--- config.mk ---
export PLATFORM = sky130hd
export DESIGN_NAME = ptc_regs
export DESIGN_NICKNAME = d
export VERILOG_FILES = /design/src/ptc_pkg.sv /design/src/ptc_regs.sv
export SDC_FILE = /design/constraint.sdc
export NUM_CORES = 1
export LEC_CHECK = 0
export BUFFER_PORTS_ARGS = -buffer_cell sky130_fd_sc_hd__clkbuf_2
export CORE_ASPECT_RATIO = 1.75
export CORE_MARGIN = 2
export CORE_UTILIZATION = 35
export CTS_BUF_LIST = sky130_fd_sc_hd__clkbuf_4 sky130_fd_sc_hd__clkbuf_8
export CTS_CLUSTER_SIZE = 14
export DETAILED_ROUTE_END_ITERATION = 12
export PLACE_DENSITY = 0.67
export SLEW_MARGIN = 40
export SYNTH_ARGS = -nofsm -noshare
export SYNTH_HDL_FRONTEND = slang
export SYNTH_SLANG_ARGS = --single-unit
--- constraint.sdc ---
create_clock -name clk -period 1.96 [get_ports clk]
set_input_delay 0.392 -clock clk [delete_from_list [all_inputs] [get_ports clk]]
set_output_delay 0.392 -clock clk [all_outputs]
set_load 0.05 [all_outputs]
--- src/ptc_pkg.sv ---
// Shared types and constants for the pressure/temperature compensation block
package ptc_pkg;

	// configuration port geometry
	localparam int ADDR_W    = 5;
	localparam int REG_IDX_W = 3;

	// register indexes (byte address = 4 * index)
	localparam logic [REG_IDX_W-1:0] REG_PRESSURE_SENSITIVITY   = 3'd0;
	localparam logic [REG_IDX_W-1:0] REG_PRESSURE_OFFSET        = 3'd1;
	localparam logic [REG_IDX_W-1:0] REG_SENSITIVITY_TEMP_COEFF = 3'd2;
	localparam logic [REG_IDX_W-1:0] REG_OFFSET_TEMP_COEFF      = 3'd3;
	localparam logic [REG_IDX_W-1:0] REG_REFERENCE_TEMPERATURE  = 3'd4;
	localparam logic [REG_IDX_W-1:0] REG_TEMPERATURE_COEFF      = 3'd5;

	// temperature thresholds in hundredths of a degree
	localparam int TEMP_REF = 2000;
	localparam int TEMP_LOW = -1500;

	// second-order correction factors
	localparam int OFF2_WARM_K  = 61;
	localparam int SENS2_WARM_K = 29;
	localparam int OFF2_COLD_K  = 17;
	localparam int SENS2_COLD_K = 9;

	// output saturation limits
	localparam int OUT_MAX = 8388607;
	localparam int OUT_MIN = -8388608;

	typedef struct packed {
		logic [23:0] raw_temperature;
		logic [23:0] raw_pressure;
	} in_t;

	typedef struct packed {
		logic signed [23:0] temperature_hundredths;
		logic signed [23:0] pressure_hundredths;
	} out_t;

	typedef struct packed {
		logic [15:0] pressure_sensitivity;
		logic [15:0] pressure_offset;
		logic [15:0] sensitivity_temp_coeff;
		logic [15:0] offset_temp_coeff;
		logic [15:0] reference_temperature;
		logic [15:0] temperature_coeff;
	} cal_t;

	// hand-off from the temperature half to the pressure half
	typedef struct packed {
		logic signed [23:0] temperature_hundredths;
		logic signed [47:0] off_base;
		logic signed [47:0] sens_base;
		logic [34:0]        dsq;
		logic [34:0]        csq;
		logic               cold;
		logic               very_cold;
		logic [23:0]        raw_pressure;
	} mid_t;

endpackage

--- src/ptc_regs.sv ---
// APB register file holding the six calibration words
module ptc_regs (
	input  logic                         clk,
	input  logic                         arst_n,
	input  logic                         psel,
	input  logic                         penable,
	input  logic                         pwrite,
	input  logic [ptc_pkg::ADDR_W-1:0]   paddr,
	input  logic [31:0]                  pwdata,
	output logic [31:0]                  prdata,
	output logic                         pready,
	output ptc_pkg::cal_t                cal
);
	import ptc_pkg::*;

	logic [REG_IDX_W-1:0] idx;
	logic                 wr_en;
	logic [15:0]          rd_word;

	assign idx    = paddr[ADDR_W-1:2];
	assign wr_en  = psel && penable && pwrite;
	assign pready = 1'b1;

	// calibration word writes, unknown indexes ignored
	always_ff @(posedge clk or negedge arst_n) begin
		if (!arst_n) begin
			cal <= '0;
		end else if (wr_en) begin
			unique case (idx)
				REG_PRESSURE_SENSITIVITY:   cal.pressure_sensitivity   <= pwdata[15:0];
				REG_PRESSURE_OFFSET:        cal.pressure_offset        <= pwdata[15:0];
				REG_SENSITIVITY_TEMP_COEFF: cal.sensitivity_temp_coeff <= pwdata[15:0];
				REG_OFFSET_TEMP_COEFF:      cal.offset_temp_coeff      <= pwdata[15:0];
				REG_REFERENCE_TEMPERATURE:  cal.reference_temperature  <= pwdata[15:0];
				REG_TEMPERATURE_COEFF:      cal.temperature_coeff      <= pwdata[15:0];
				default: begin
				end
			endcase
		end
	end

	// read mux
	always_comb begin
		unique case (idx)
			REG_PRESSURE_SENSITIVITY:   rd_word = cal.pressure_sensitivity;
			REG_PRESSURE_OFFSET:        rd_word = cal.pressure_offset;
			REG_SENSITIVITY_TEMP_COEFF: rd_word = cal.sensitivity_temp_coeff;
			REG_OFFSET_TEMP_COEFF:      rd_word = cal.offset_temp_coeff;
			REG_REFERENCE_TEMPERATURE:  rd_word = cal.reference_temperature;
			REG_TEMPERATURE_COEFF:      rd_word = cal.temperature_coeff;
			default:                    rd_word = '0;
		endcase
	end

	assign prdata = {16'h0000, rd_word};

endmodule

* Word-level counts from Yosys, hierarchy flattened *
Index checks and enable logic that the tools add are counted.

cells by class
  equal/unequal tests = 5
  mux-type cells = 1
  reductions and logical operators = 9

operators by type and width
  cell                                                              count
  16-bit case mux with 6 select lines                               1
  2-bit AND reduction                                               6
  3-bit by 2-bit == test with 1-bit output (second input constant)  2
  3-bit == test (second input constant)                             2
  3-bit by 1-bit == test with 1-bit output (second input constant)  1
  3-bit zero test                                                   1
  1-bit logical AND                                                 2

storage, ports and cells
  register bits = 96
  output and inout port bits = 129
  logic and storage cells = 21

* Longest topological paths before layout *
Gate-level depths: netlist of the first run.

  word-level depth = 3
  depth in mapped cells = 6
  mapped depth without buffers = 3

* Worst setup path after synthesis of the first run *
OpenSTA, ideal clock, no wires.

  path type = input to output
  start = input paddr[4] in the netlist's numbering
  end = output prdata[10]
  arrival time = 2029 ps
  data required time = 1568 ps
  slack = -461 ps
  cell stages on the path = 5
  cells stage by stage = clkbuf_2 > nor2b_1 > clkbuf_1 > a221oi_1 > a31oi_1

on the way
  cells in the longest elaborated chain, start to end = 2
  elaborated cells between the ends (all ways) = 7
  those cells by class = eq/ne (5); mux (1); reduce/logical (1)

RTL lines
  what                                     RTL line        text
  from (decl)                              ptc_regs.sv:8   input logic [ptc_pkg::ADDR_W-1:0] paddr,
  3-bit == test (tied with other cells)    ptc_regs.sv:44  unique case (idx)
  16-bit case mux with 6 select lines (*)  ptc_regs.sv:44
  to (decl)                                ptc_regs.sv:10  output logic [31:0] prdata,

Mark *: on every way between the ends. The rest lies on a longest branch, timed or not.

* Final worst setup path of the first run *
  start = register cal[59] in the netlist's numbering
  end = output prdata[11]

on the way
  cells in the longest elaborated chain, start to end = 1

RTL lines
  what                                 RTL line        text
  from (decl)                          ptc_regs.sv:12  output ptc_pkg::cal_t cal
  16-bit case mux with 6 select lines  ptc_regs.sv:44

No other way between the ends.

==> reports/metrics.cfg, run 1 <==
[outcome]
status=finished with violations
violations=setup timing

[sta]
fmax_ghz=0.4918
setup-violations-final=6
finalCritPeriodShare=1.037
hold_viol_final=0
rsz0062_at_grt=yes
fin_skew_ns=0
min_period_ns=2.033
relSlewSlack=0.6356
slew_violations=0
timing.final.ws_setup_ns=-0.07318
worst_slew_pin_slew_ns=0.5466

[routing]
vias=3461
ant_nets=0
firstDrtPassIters=4
drt_wl_total_microns=13190
drcViolationCount=0
post_drt_wl_per_cell_microns=18.88
drtIter0Drc=110
vias_per_cell=4.951

[layout]
reg.largest.list=cal x96
nets=566
drive_gt1_frac=0.6515
design_area_sq_um=6476
areaGrowthSynthToFinish_pct=40.69
diodes=0
largest_register=cal
final_cells=699
largest_register_ff_count=96

[place]
dpl.hpwl_microns=9282
dpl.cell_count=660
port_buffers=135
pre_cts_ws_ns=-0.1825
place_area_sq_um=5913
globalplace.congestion=0.7901

[floorplan]
core-area_sq_um=12870
dieHeight_microns=155.7
boundaryPins=171
rows=55
die-area_sq_um=14120
die_w_microns=90.69
initial_core_util=0.3577

[clocking]
cts_num_sinks=96
cts_tree=yes
cts.clk_slew.worst_paths_ns=0.08
cts_root_buf=clkbuf_8
clockBufferDepth=2
h-tree-depth=3
numCtsBuffers=9
clk_latency_ns=0.36

[global_route]
grt_pass1_wl_microns=20200
grt-ovfl-total=0
antenna_found_initial=0
track_usage=0.1868
grt_max_degree=97
grt_pass1_vias=3673

[synth]
yosysSeqAreaShare=0.5219
syn_area_per_cell_sq_um=13.74
syn-cell-area_sq_um=4603
synth_seq_cells=96
ys_warn_count=0
syn_inst=335
postSynth.asyncResetShare=1.000
synth_edf_count=0
ys_types=30
synth_ff_type=dfrtp_1

[worst_setup_path]
slowest_delay_ns=0.41
path_class=flop to primary output
critPathMaxFanout=2
cp-startpoint=cal[59]$_DFFE_PN0P_
crit_chain=mux2_4 -> a221oi_2 -> buf_4 -> a31oi_4 -> buf_8
cp.arrival_ns=1.64
cp-end-kind=primary output
cp.required_ns=1.57
r2r_slack_ns=0.95
reg2reg_depth=3
regToRegStartpoint=cal[54]$_DFFE_PN0P_
cp-start-kind=flop
r2r_end=cal[54]$_DFFE_PN0P_
crit_slowest_cell=dfrtp_1

[hold_path]
hold_path.class=input port to async pin

[power_and_ir_drop]
pwr_density_cell_nw_per_um2=1121
p_total_uw=7261
peakVddDrop_mv=0.6303
power_leakage_uw=0.003183

[flow_run]
maxCapViolCount=0

[timing repair]
item | in CTS | in global routing
pin swaps | 0 | 6
buffers inserted | 14 | 9
setup endpoints to repair | 16 | 13
gates cloned | 0 | 1
gates resized for setup | 32 | 20
hold buffers | 0 | 0
[critical path, delay by kind of cell (launching register included)]
kind | cells | cell delay, ns
AOI/OAI and AO/OA | 2 | 0.28
buffers and inverters | 2 | 0.32
DFF | 1 | 0.41
muxes | 1 | 0.27
[layout by cell type, fill, tap and decap left out, drive strengths merged]
master,count
nand2,12
inv,1
a221oi,6
mux2i,26
clkinv,1
a21oi,2
nor2,10
a311o,2
nor2b,1
mux2,108
a31oi,6
clkinvlp,1
o21ai,2
nand3,2
nand2b,2
or3,6
a211oi,2
dfrtp,96
conb,17
o221ai,6
buf,78
clkbuf,135
a221o,2
nand4b,1
nand4,1
nor3,2
[worst max-delay path by stage]
stage,end,cells past startpoint
5_1_grt,prdata[10],5
4_1_cts,prdata[11],5
2_1_floorplan,prdata[3],5
3_5_place_dp,prdata[11],7
3_3_place_gp,prdata[5],7
6_report,prdata[11],5
[area by class of cell]
cell class                 instances  area (sq um)
fill                            1178          6392
sequential                        96          2402
multi-input combinational        216          2223
timing repair buffer             200          1441
tap                              171         214.0
clock buffer                      13         178.9
clock inverter                     2         12.51
inverter                           1         3.754
[per-stage QoR]
stage / hold slack [ns] / setup TNS [ns] / utilization
after global placement: 0.4800 / -1.925 / 0.4595
after detailed placement: 0.4966 / -2.442 / 0.4595
final: 0.06268 / -0.2712 / 0.5033
after global routing: 0.1030 / -0.7620 / 0.5033
after floorplan: 0.09641 / -0.2864 / -
after CTS: 0.08766 / -0.3382 / 0.4936
[synthesized netlist by cell type (3+ instances only)]
cell type	count	area (sq um)
mux2_2	98	1104
dfrtp_1	96	2402
mux2i_1	26	260.3
buf_4	24	180.2
nand2_1	12	45.04
mux2_1	10	112.6
a221oi_1	6	52.55
a31oi_1	6	37.54
buf_2	6	30.03
nor2_1	6	22.52
o221ai_1	6	52.55
or3_1	6	37.54
clkbuf_1	4	15.01
nor2_4	3	33.78
[layer usage]
metal	up-vias	wire, microns	track usage
met1	1751	5183	0.2188
li1	1570	-	-
met2	117	6973	0.3301
met3	23	641	0.03913
met4	0	395	0.07839
met5	-	0	0
[power breakdown]
part           internal [uW]  switching, uW
Sequential              2370            316
Clock                    592            655
Combinational           1020           2310
Total                   3980           3280
[logic make-up after synthesis]
kind of cell           after synthesis  share of synthesized area
AOI/OAI and AO/OA                   28                    0.04730
DFF                                 96                     0.5219
other                                2                   0.001631
and+or+nand+nor                     37                    0.05273
muxes                              134                     0.3207
buffers and inverters               38                    0.05572
(Power assumes the default switching activity.)
==> run 2: changes to the inputs <==
--- a/config.mk
+++ b/config.mk
@@ -13,6 +13,7 @@
 export CTS_CLUSTER_SIZE = 14
 export DETAILED_ROUTE_END_ITERATION = 12
 export PLACE_DENSITY = 0.67
+export RECOVER_POWER = 100
 export SLEW_MARGIN = 40
 export SYNTH_ARGS = -nofsm -noshare
 export SYNTH_HDL_FRONTEND = slang
==> run 2 against run 1 <==
Net effect: the run still ends with setup timing left; global-route usage unchanged; final area down 4.8%; fmax down 0.68%.
==> reports/metrics.cfg, run 2 (synthesized netlist as in run 1, its figures left out) <==
[power_and_ir_drop]
power.switching_uw=3269
clockPowerShare=0.175
p_sw_frac=0.4582
p_int_uw=3865
p_seq_frac=0.376
peakVddDrop_mv=0.6213
power_leakage_uw=0.002815
pwr_density_cell_nw_per_um2=1157
power_frac_comb=0.449

[routing]
ant_nets=0
vias_per_cell=4.981
drtIter0Drc=129
firstDrtPassIters=4
drcViolationCount=0
vias=3482
drt_wl_total_microns=13280
post_drt_wl_per_cell_microns=19.00

[global_route]
grt_max_degree=97
grt-ovfl-total=0
grt_pass1_vias=3673
grt_pass1_wl_microns=20200
track_usage=0.1868
antenna_found_initial=0

[floorplan]
initial_core_util=0.3577
rows=55
die_w_microns=90.69
boundaryPins=171
core-area_sq_um=12870
dieHeight_microns=155.7
die-area_sq_um=14120

[clocking]
cts.clk_slew.worst_paths_ns=0.09
h-tree-depth=3
cts_num_sinks=96
clk_latency_ns=0.36
cts_root_buf=clkbuf_8
numCtsBuffers=9
cts_tree=yes
clockBufferDepth=2

[hold_path]
holdPathStages=2
hold_path.class=input port to flop

[layout]
seq_area_sq_um=2402
multi_input_area_sq_um=2141
n_fill_cell=1248
reg.largest.list=cal x96
final_common_cell=clkbuf_1
design_area_sq_um=6165
nets=566
drive_gt1_frac=0.4394
final_cell_mix=clkbuf_1 (102), dfrtp_1 (96), mux2_2 (95)
diodes=0
areaGrowthSynthToFinish_pct=33.92
largest_register=cal
largest_register_ff_count=96

[sta]
setup-violations-final=17
timing.final.ws_setup_ns=-0.08721
fmax_ghz=0.4885
rsz0062_at_grt=yes
slew_violations=0
hold_viol_final=0
fin_skew_ns=0
relSlewSlack=0.1206
finalCritPeriodShare=1.044
worst_slew_pin_slew_ns=1.319
min_period_ns=2.047

[place]
globalplace.congestion=0.7901
dpl.hpwl_microns=9282
pre_cts_ws_ns=-0.1825
port_buffers=135
place_area_sq_um=5913

[flow_run]
maxCapViolCount=0

[worst_setup_path]
reg2reg_depth=3
path_class=input port to primary output
cp.arrival_ns=1.66
cp-start-kind=input port
critPathMaxFanout=15
cp.required_ns=1.57
cp-end-kind=primary output

[outcome]
violations=setup timing
status=finished with violations

[run 2: changes by cell type in the layout (fill, tap and decap cells not counted), moves of 2 or more]
cell,delta
clkbuf_1,+102
nor2_4,-3
nor2_1,+4
buf_4,-12
clkbuf_2,-89
nor3_1,+2
clkbuf_4,+2
buf_12,-6
nor3_4,-2
[run 2: worst max-delay path, cell delays in order]
cell      delay, ns
clkbuf_8       0.11
buf_6          0.20
mux2_2         0.37
a221oi_2       0.23
buf_4          0.16
a31oi_4        0.03
buf_8          0.16
[run 2: final timing paths]
check / startpoint / end / slack, ns
max in group asynchronous: arst_n / cal[57]$_DFFE_PN0P_ / 0.69
min in group asynchronous: arst_n / cal[66]$_DFFE_PN0P_ / 0.45
hold reg to reg: cal[51]$_DFFE_PN0P_ / cal[51]$_DFFE_PN0P_ / 0.54
hold / removal: pwdata[12] / cal[92]$_DFFE_PN0P_ / 0.33
setup / recovery: paddr[3] / prdata[10] / -0.09
setup reg to reg: cal[54]$_DFFE_PN0P_ / cal[54]$_DFFE_PN0P_ / 0.94
[run 2: power by group through the flow]
stage | clock (uW) | sequential, uW | combinational [uW]
2_1_floorplan | 0 | 4030 | 968
3_3_place_gp | 0 | 2710 | 3050
3_5_place_dp | 0 | 2730 | 3090
4_1_cts | 1290 | 2680 | 3260
5_1_grt | 1360 | 2730 | 3340
6_report | 1250 | 2680 | 3200
[run 2: final cells by class]
cell class,instances,share of cell area
well taps,171,0.03471
repair buffers,200,0.1967
clock buffers,13,0.02902
clock inverters,2,0.002030
multi-input cells,216,0.3473
flip-flops and latches,96,0.3897
inverters,1,0.0006089
[run 2: metrics by stage]
stage | setup TNS [ns] | std cells | power, uW | util | hold WS (ns)
floorplan | -0.2864 | 350 | 4995 | - | 0.09641
global placement | -1.925 | 660 | 5762 | 0.4595 | 0.4800
detailed placement | -2.442 | 660 | 5818 | 0.4595 | 0.4966
CTS | -0.3382 | 689 | 7232 | 0.4936 | 0.08766
global route | -2.117 | 699 | 7431 | 0.4790 | 0.3153
finish | -0.7255 | 699 | 7135 | 0.4790 | 0.3254
[run 2: metal layers]
metal,track usage,wire length (microns),vias to the layer above
li1,-,-,1566
met5,0,0,-
met3,0.03913,579,26
met2,0.3301,7017,110
met4,0.07839,403,0
met1,0.2188,5281,1780
[run 2: what timing repair did]
| action | CTS | global route |
|---|---|---|
| pin swaps | 0 | 6 |
| setup endpoints to repair | 16 | 13 |
| gates cloned | 0 | 1 |
| gates resized for setup | 32 | 20 |
| hold buffers | 0 | 0 |
| endpoints found under the hold margin | 0 | 0 |
| buffers inserted | 14 | 9 |
==> run 3: changes to the inputs <==
--- a/config.mk
+++ b/config.mk
@@ -5,6 +5,7 @@
 export SDC_FILE = /design/constraint.sdc
 export NUM_CORES = 1
 export LEC_CHECK = 0
+export ABC_AREA = 1
 export BUFFER_PORTS_ARGS = -buffer_cell sky130_fd_sc_hd__clkbuf_2
 export CORE_ASPECT_RATIO = 1.75
 export CORE_MARGIN = 2
@@ -12,7 +13,7 @@
 export CTS_BUF_LIST = sky130_fd_sc_hd__clkbuf_4 sky130_fd_sc_hd__clkbuf_8
 export CTS_CLUSTER_SIZE = 14
 export DETAILED_ROUTE_END_ITERATION = 12
-export PLACE_DENSITY = 0.67
+export PLACE_DENSITY = 0.66
 export RECOVER_POWER = 100
 export SLEW_MARGIN = 40
 export SYNTH_ARGS = -nofsm -noshare
==> run 3 against run 2 <==
Net effect: the run now ends clean; via count rose by 37%; fmax rose by 6.6%; synthesized cell count rose by 85%; critical endpoint is now prdata[2].
==> reports/metrics.cfg, run 3 <==
[outcome]
status=finished, final reports clean

[routing]
drt_wl_total_microns=16910
ant_nets=0
vias=4753
firstDrtPassIters=5
drcViolationCount=0
post_drt_wl_per_cell_microns=18.05
vias_per_cell=5.073
drtIter0Drc=336

[sta]
slew_violations=0
worst_slew_pin_slew_ns=1.326
setup-violations-final=0
finalCritPeriodShare=0.9801
min_period_ns=1.921
fmax_ghz=0.5206
rsz0062_at_grt=yes
hold_viol_final=0
fin_skew_ns=0
hold_slack_ns=0.3009
relSlewSlack=0.1159

[layout]
final_cell_mix=nand2_1 (206), clkbuf_2 (120), dfrtp_1 (96)
nets=794
design_area_sq_um=6357
n_fill_cell=1474
areaGrowthSynthToFinish_pct=25.55
final_common_cell=nand2_1
reg.largest.list=cal x96
drive_gt1_frac=0.2853
final_cells=937
largest_register_ff_count=96
largest_register=cal
utilization=0.4447
diodes=0

[power_and_ir_drop]
power_leakage_uw=0.003481
clockPowerShare=0.207
p_sw_frac=0.4780
power.switching_uw=3454
power_frac_comb=0.422
peakVddDrop_mv=0.3639
p_seq_frac=0.372
pwr_density_cell_nw_per_um2=1137
p_int_uw=3772
p_total_uw=7226

[synth]
syn_inst=621
syn-cell-area_sq_um=5064
synth.area.mux_share=0
yosysSeqAreaShare=0.4744
ys_warn_count=0
synth_top_area_share=0.4744
synth_top_family_by_area=simple AND/OR/NAND/NOR gates
synth_edf_count=0
synth-xor-area-share=0
yosys.area.top_type=dfrtp_1
synth_common_cells=nand2_1 (205), dfrtp_1 (96), o21ai_0 (63)
synth_seq_cells=96
synth_ff_type=dfrtp_1
yosysMostFrequentCell=nand2_1
ys_types=24
postSynth.asyncResetShare=1.000
synth_compound_area_frac=0.1166
synthSimpleGateAreaFrac=0.2970
syn_area_per_cell_sq_um=8.154
synth_fa_ha_area_frac=0
yosys-top-cells-area=dfrtp_1 (47%), nand2_1 (15%), o21ai_0 (6.2%)

[worst_setup_path]
critPathMaxFanout=17
cp-end-kind=primary output
path_class=input port to primary output
r2r_slack_ns=1.25
cp.arrival_ns=1.53
path_delay_family=buffers and inverters
slowest_delay_ns=0.19
cpMostUsedCell=buf_12
path_buf_inv=4
r2r_end=cal[74]$_DFFE_PN0P_
cp.required_ns=1.57
cp-start-kind=input port
reg2reg_depth=2
crit_chain=clkbuf_2 -> buf_12 -> nor2_8 -> buf_12 -> nand3_1 -> nand2_1 -> nor2_1 -> nand2_1 -> buf_12
crit_slowest_cell=nor2_1
regToRegStartpoint=cal[74]$_DFFE_PN0P_

[clocking]
clockBufferDepth=2
cts_num_sinks=96
cts_root_buf=clkbuf_8
cts_tree=yes
h-tree-depth=3
cts.clk_slew.worst_paths_ns=0.10
clk_latency_ns=0.36
numCtsBuffers=9

[floorplan]
boundaryPins=171
dieHeight_microns=163.1
die-area_sq_um=15480
die_w_microns=94.93
initial_core_util=0.3542
core-area_sq_um=14300
rows=58

[hold_path]
holdPathStages=3
hp-start=pwdata[6]
min_to=cal[86]$_DFFE_PN0P_
hold_path.class=input port to flop

[global_route]
track_usage=0.2179
grt_max_degree=97
grt-ovfl-total=0
antenna_found_initial=0
grt_pass1_wl_microns=24900
grt_pass1_vias=4453

[place]
place_area_sq_um=6145
port_buffers=135
globalplace.congestion=0.8478
dpl.cell_count=921
dpl.hpwl_microns=12680

[flow_run]
maxCapViolCount=0

## run 3: kinds of logic (layout without fill, tap and decap cells)
group,after synthesis,count (layout)
other,2,17
buffers and inverters,95,216
and+or+nand+nor,322,322
DFF,96,96
AOI/OAI and AO/OA,106,106
## run 3: final cells by class
class / instances / area [sq um] / share of cell area
tap: 180 / 225.2 / 0.03543
multi-input combinational: 445 / 2171 / 0.3415
clock inverter: 7 / 101.3 / 0.01594
sequential: 96 / 2402 / 0.3779
timing repair buffer: 164 / 1191 / 0.1874
inverter: 36 / 142.6 / 0.02244
clock buffer: 9 / 123.9 / 0.01948
## run 3: routing by layer
metal | wire length (microns) | vias up | track usage
li1 | - | 2267 | -
met1 | 5902 | 2258 | 0.2379
met2 | 9361 | 195 | 0.3975
met3 | 786 | 33 | 0.02583
met4 | 863 | 0 | 0.1225
met5 | 0 | - | 0
## run 3: tightest hold or removal path, delay by kind of cell
kind,cells,cell delay (ns)
buf+inv,1,0.13
simple gates,2,0.13
## run 3: per-stage QoR
| stage | TNS, ns | setup slack (ns) |
|---|---|---|
| 6_report | 0 | 0.03903 |
| 3_3_place_gp | -0.01285 | -0.01285 |
| 2_1_floorplan | 0 | 0.1282 |
| 3_5_place_dp | -0.009997 | -0.006232 |
| 5_1_grt | -0.002189 | -0.002189 |
| 4_1_cts | 0 | 0.006427 |
## run 3: how the worst max path moves through the flow
stage | start | to | slack [ns] | depth (start not counted)
floorplan | paddr[4] | prdata[7] | 0.13 | 8
global placement | paddr[3] | prdata[14] | -0.01 | 8
detailed placement | paddr[3] | prdata[9] | -0.006 | 8
CTS | paddr[3] | prdata[5] | 0.006 | 8
global route | paddr[2] | prdata[10] | -0.002 | 8
finish | paddr[2] | prdata[2] | 0.04 | 9
## run 3: power groups by stage
stage               Sequential [uW]  Combinational (uW)  Clock (uW)
global route                   2730                3200        1580
finish                         2680                3050        1490
global placement               2720                3030           0
CTS                            2680                3070        1510
detailed placement             2720                3070           0
floorplan                      3980                 846           0
## run 3: repair_timing
item	in CTS	in global routing
buffers inserted	0	0
pin swaps	0	2
gates cloned	0	0
resized for setup	2	10
endpoints found under the setup margin	2	11
hold buffers	0	0
